`src/rtl/qtc_pkg.sv`:
```
// Shared types and constants for the quadtree tile cover block.
`timescale 1ns / 1ps
package qtc_pkg;

	// Division numerator width: 31-bit offset shifted by up to 15 levels
	localparam int NUM_W = 46;

	// Configuration register indexes
	localparam logic [2:0] REG_ORIGIN_X    = 3'd0;
	localparam logic [2:0] REG_ORIGIN_Y    = 3'd1;
	localparam logic [2:0] REG_GRID_SIZE   = 3'd2;
	localparam logic [2:0] REG_BOUND_MAX_X = 3'd3;
	localparam logic [2:0] REG_BOUND_MAX_Y = 3'd4;
	localparam logic [2:0] REG_LEVEL_COUNT = 3'd5;

	// Divider job selects
	localparam logic [1:0] DIV_C0 = 2'd0;
	localparam logic [1:0] DIV_R0 = 2'd1;
	localparam logic [1:0] DIV_C1 = 2'd2;
	localparam logic [1:0] DIV_R1 = 2'd3;

	typedef enum logic [2:0] {
		ST_IDLE,
		ST_CHECK,
		ST_LEVEL,
		ST_DIV,
		ST_COUNT,
		ST_MUL,
		ST_TILE,
		ST_SEND
	} state_t;

	typedef struct packed {
		logic       load;
		logic       out_empty;
		logic       out_whole;
		logic       lvl_init;
		logic       lvl_inc;
		logic       div_start;
		logic [1:0] div_sel;
		logic       div_store;
		logic       count_calc;
		logic       mul;
		logic       out_tile;
		logic       advance;
	} cmd_t;

	typedef struct packed {
		logic empty;
		logic whole;
		logic lvl_more;
		logic div_done;
		logic out_last;
	} status_t;

endpackage

```
`src/rtl/qtc_ctrl.sv`:
```
// Sequencer for level search, index divisions and tile emission.
`timescale 1ns / 1ps
module qtc_ctrl import qtc_pkg::*; (
	input  logic    clk,
	input  logic    arst_n,
	input  logic    s_tvalid,
	output logic    s_tready,
	output logic    m_tvalid,
	input  logic    m_tready,
	input  status_t status,
	output cmd_t    cmd
);

	state_t     state_q, state_d;
	logic [1:0] sel_q, sel_d;

	always_ff @(posedge clk or negedge arst_n) begin
		if (!arst_n) begin
			state_q <= ST_IDLE;
			sel_q   <= DIV_C0;
		end else begin
			state_q <= state_d;
			sel_q   <= sel_d;
		end
	end

	// Next state and commands
	always_comb begin
		state_d  = state_q;
		sel_d    = sel_q;
		cmd      = '0;
		s_tready = 1'b0;
		m_tvalid = 1'b0;
		case (state_q)
			ST_IDLE: begin
				s_tready = 1'b1;
				if (s_tvalid) begin
					cmd.load = 1'b1;
					state_d  = ST_CHECK;
				end
			end
			ST_CHECK: begin
				if (status.empty) begin
					cmd.out_empty = 1'b1;
					state_d       = ST_SEND;
				end else if (status.whole) begin
					cmd.out_whole = 1'b1;
					state_d       = ST_SEND;
				end else begin
					cmd.lvl_init = 1'b1;
					state_d      = ST_LEVEL;
				end
			end
			ST_LEVEL: begin
				if (status.lvl_more) begin
					cmd.lvl_inc = 1'b1;
				end else begin
					cmd.div_start = 1'b1;
					cmd.div_sel   = DIV_C0;
					sel_d         = DIV_C0;
					state_d       = ST_DIV;
				end
			end
			ST_DIV: begin
				if (status.div_done) begin
					cmd.div_store = 1'b1;
					if (sel_q == DIV_R1) begin
						state_d = ST_COUNT;
					end else begin
						cmd.div_start = 1'b1;
						cmd.div_sel   = sel_q + 1'b1;
						sel_d         = sel_q + 1'b1;
					end
				end
			end
			ST_COUNT: begin
				cmd.count_calc = 1'b1;
				state_d        = ST_MUL;
			end
			ST_MUL: begin
				cmd.mul = 1'b1;
				state_d = ST_TILE;
			end
			ST_TILE: begin
				cmd.out_tile = 1'b1;
				state_d      = ST_SEND;
			end
			ST_SEND: begin
				m_tvalid = 1'b1;
				if (m_tready) begin
					if (status.out_last) begin
						state_d = ST_IDLE;
					end else begin
						cmd.advance = 1'b1;
						state_d     = ST_MUL;
					end
				end
			end
			default: state_d = ST_IDLE;
		endcase
	end

endmodule

```
`config.mk`:
```
export PLATFORM = sky130hd
export DESIGN_NAME = qtc_ctrl
export DESIGN_NICKNAME = d
export VERILOG_FILES = /design/src/rtl/qtc_pkg.sv /design/src/rtl/qtc_ctrl.sv
export SDC_FILE = /design/constraint.sdc
export NUM_CORES = 1
export LEC_CHECK = 0
export ABC_CLOCK_PERIOD_IN_PS = 3110
export BUFFER_PORTS_ARGS = -buffer_cell sky130_fd_sc_hd__clkbuf_2
export CAP_MARGIN = 15
export CORE_AREA = 4 4 41 43
export DETAILED_ROUTE_END_ITERATION = 16
export DIE_AREA = 0 0 45 47
export GPL_ROUTABILITY_DRIVEN = 1
export SYNTH_ARGS = -nofsm -noshare
export SYNTH_HDL_FRONTEND = slang
export SYNTH_SLANG_ARGS = --single-unit
```
`constraint.sdc`:
```
create_clock -name clk -period 3.11 [get_ports clk]
set_input_delay 0 -clock clk [delete_from_list [all_inputs] [get_ports clk]]
set_output_delay 0 -clock clk [all_outputs]
set_load 0.01 [all_outputs]
```
## Word level (Yosys, flattened, before mapping)

Cells that the tools add are included.

- Register bits after elaboration: 5
- Latch bits: 0
- RAM bits: 0
- ROM bits: 0
- Input bits: 9
- Word-level logic and storage cells: 56
- Memories: 0

- Add/sub/neg operators: 1
- Multipliers: 0
- Divide/modulo/power cells: 0
- Order comparisons: 0
- Equal/unequal tests: 14
- Shifts and indexed selects: 0
- Multiplexer cells: 35
- Bitwise gates (word level): 0
- Reductions and logical operators: 4

Operator list:

| cell | number |
|---|---|
| $mux 3 | 11 |
| $pmux 3 s8 | 1 |
| $mux 1 | 16 |
| $eq 3x3->1 const B | 4 |
| $ne 2x2->1 const B | 6 |
| $mux 2 | 4 |
| $eq 3x2->1 const B | 2 |
| $pmux 3 s2 | 1 |
| $reduce_and 5->1 | 1 |
| $mux 4 | 1 |
| $pmux 2 s2 | 1 |
| $reduce_and 4->1 | 1 |
| $eq 3x1->1 const B | 1 |
| $logic_not 3->1 | 1 |
| $add 2x1->2 const B | 1 |
| $eq 2x2->1 const B | 1 |
| $reduce_bool 2->1 | 1 |

## Depth between registers and ports, before layout

- Depth after elaboration: 4
- Gate-level depth with buffers: 5

## Worst setup path before layout

OpenSTA, ideal clock, no wires.

- Path kind: register to register
- From: register sel_q[0]
- To: register state_q[0]
- Data arrival time: 1.196 ns
- Data required time: 2.982 ns
- Path slack: 1.787 ns
- Cell stages (with the launch flop): 6
- Path buffers: 0
- Clock period less this slack: 1.323 ns
- Cells stage by stage: dfrtp_1 > ha_1 > nand2_1 > a31oi_1 > o21ai_1 > mux2_1

- Cells in the longest elaborated chain, start to end: 3

Ends and longest elaborated chain:

| item | RTL line | RTL |
|---|---|---|
| start: declaration | qtc_ctrl.sv:15 | `logic [1:0] sel_q, sel_d;` |
| start signal: assignment | qtc_ctrl.sv:23 | `sel_q <= sel_d;` |
| $eq 2x2->1 | qtc_ctrl.sv:67 | `if (sel_q == DIV_R1) begin` |
| $ne 2x2->1 (no source line) | -- |  |
| $reduce_and 5->1 (no source line) | -- |  |
| end signal: assignment | qtc_ctrl.sv:22 | `state_q <= state_d;` |
| end: declaration | qtc_ctrl.sv:14 | `state_t state_q, state_d;` |

No other way between the ends.
A chain may end at the register's enable or synchronous reset.

==> run metrics <==
Wirelength per Cell=10.6 um; placed insts=92; RSZ-0062 raised after global routing=false; design area=599 sq um; DRT Wirelength=1.03 mm; Max clock buf depth=2; Detail Placement HPWL=791 um; outcome=completed; CTS tree=yes; Main synth FF type=dfrtp_1; Final period util=52.2%; WS Path Type=flip-flop to output pin; clock root buffer master=clkbuf_4; syn avg cell area=7.96 sq um; CTS Sinks=5; Syn Nets=68; initial antenna violation count=0; I/O pin total=24; pre-CTS setup slack=1620 ps; top cell type's share of synthesized area=27.1%; leakage=0.331 nW; cell area power density=779 nW/um^2; initial core utilization=35.5%; Die Area=2120 sq um; Slew @ Worst Pin=439 ps; setup TNS after final layout=0 ps; worst path required time=3110 ps; # port buffers=23; Tot GR Track Use=11.9%; Layout area overhead=29.8%; Placed Area=563 sq um; Die X=45 um; vias per inst=4.86; Pre-antenna DRT Iters=3; Final nets=93; CP Buf/Inv Count=1; Largest stage delay, worst path=600 ps; Hold Fails Final Rpt=0; TritonCTS Buffers=3; Clock Latency Late Sink=240 ps; first-iteration detailed-routing DRC count=5; register area share after synthesis=27.1%; Hold WS=89.5 ps; dominant cell type by area after synthesis=dfrtp_1; Cell Rows=13; Post-CTS Setup Repair Bufs=0; Final Max Tran Viols=0; Worst Setup Start Kind=flip-flop; clock-pin slew on the worst setup and hold paths=40 ps; mapped cell area=462 sq um; Worst Hold Class=primary input to flip-flop; Post-synth top cells=7 x nand2_1, 5 x dfrtp_1, 5 x nor2_1; Critical-path top delay cell=dfrtp_1; vias in the first global route=448; ys async rst share=100%; max_slew headroom=70.7%; largest cells by area after synthesis=dfrtp_1 27%, and3b_1 7.6%, nand2_1 5.7%; Gate Count Post-Synth=58; Tmin final=1620 ps; crit path capture type=output pin; core area=1300 sq um; total grt overflow=0; DIE HEIGHT=47 um; pin count of the biggest net entering global routing=19; H-tree levels=1; Layout Cells excl Fill=97; Worst Path Max Fanout=17; arrival time at the worst endpoint=1620 ps; cells along the critical path=nand2_1 -> nor2_1 -> and2_1 -> nor2b_1 -> clkbuf_2; global-route wire length before repair=1.83 mm; Fmax=0.616 GHz; via count=471; Top Family by Delay on Critical Path=simple AND/OR/NAND/NOR gates; share of layout cells above drive strength 1=34.1%; skew final=0.915 ps; YS warnings=0; n_diodes=0; GPL Wtd Cong=0.686; Synth Register Bits=5; # DRC=0; post-route ant nets=0; final setup vio count=0; max cap viols=0; post-synth cell types=27; Max IR drop VDD=469 uV; Worst Slack Setup Final=1490 ps; Post-synth EDFFs=0; most common cell in the netlist=nand2_1
==> cell type report <==
| cell class | instances | area [sq um] |
|---|---|---|
| Fill cell | 138 | 702 |
| Multi-Input combinational cell | 46 | 293 |
| Sequential cell | 5 | 125 |
| Timing Repair Buffer | 24 | 125 |
| Clock buffer | 4 | 26.3 |
| Tap cell | 15 | 18.8 |
| Inverter | 3 | 11.3 |
==> registers in the layout, indices dropped and copies added (netlist names) <==
register,cells
state_q,3
sel_q,2
==> through the flow <==
stage	util, %	total power, mW
floorplan	-	0.347
global placement	43.3	0.393
detailed placement	43.3	0.397
CTS	46.1	0.475
global route	46.1	0.529
finish	46.1	0.467
==> worst min-delay path: cells and delay by family <==
family                 cells  cell delay [ps]
AOI/OAI and AO/OA          2              140
buffers and inverters      1              100
and+or+nand+nor            1               50
==> kinds of logic after synthesis <==
group | after synthesis | synth area share, %
AND/OR/NAND/NOR | 31 | 39.8
AO/OA/AOI/OAI | 11 | 13.8
buffers and inverters | 7 | 9.48
flip-flops | 5 | 27.1
multiplexers | 3 | 7.05
adder cells (fa/ha/maj) | 1 | 2.71
==> power breakdown <==
part	internal, mW	leakage (nW)	total [mW]	switching, mW
Clock	0.0484	0.0150	0.0733	0.0249
Combinational	0.117	0.256	0.232	0.115
Sequential	0.0898	0.0603	0.161	0.0713
Total	0.255	0.331	0.467	0.211
==> placed cells by master, fill, tap and decap left out, types with 2 or more instances in the layout <==
| cell | netlist | routed |
|---|---|---|
| clkbuf_4 | 0 | 3 |
| nor3_1 | 4 | 4 |
| and3b_1 | 4 | 4 |
| and3_1 | 2 | 2 |
| o21ai_1 | 2 | 2 |
| inv_1 | 3 | 3 |
| o21ai_0 | 4 | 4 |
| and2_1 | 3 | 3 |
| nor2_1 | 5 | 5 |
| dfrtp_1 | 5 | 5 |
| clkbuf_2 | 0 | 23 |
| nand2_1 | 7 | 7 |
==> per-layer routing <==
metal | global-route usage (%) | part of all wire, % | routed length (um) | vias to the layer above
met5 | 0 | 0 | 0 | -
met4 | 8.77 | 0.49 | 5 | 0
met3 | 2.68 | 5.7 | 59 | 2
met2 | 16.9 | 44 | 457 | 10
met1 | 15.7 | 49 | 507 | 206
li1 | - | - | - | 253
==> worst paths after layout <==
| kind | start | to | slack, ps | cells after the start |
|---|---|---|---|---|
| max | state_q[0]$_DFFE_PN0P_ | cmd[5] | 1490 | 5 |
| min | status[0] | state_q[2]$_DFFE_PN0P_ | 90 | 4 |
| max reg2reg | state_q[0]$_DFFE_PN0P_ | state_q[0]$_DFFE_PN0P_ | 1630 | 4 |
| min reg2reg | sel_q[1]$_DFFE_PN0P_ | sel_q[1]$_DFFE_PN0P_ | 530 | 2 |
| max in group asynchronous | arst_n | state_q[2]$_DFFE_PN0P_ | 2860 | 2 |
| min in group asynchronous | arst_n | sel_q[1]$_DFFE_PN0P_ | 120 | 2 |
==> repair_timing <==
| item | in CTS | in global routing |
|---|---|---|
| resized for setup | 0 | 0 |
| hold buffers | 1 | 0 |
| endpoints found under the hold margin | 5 | 0 |
(Power assumes the default switching activity.)
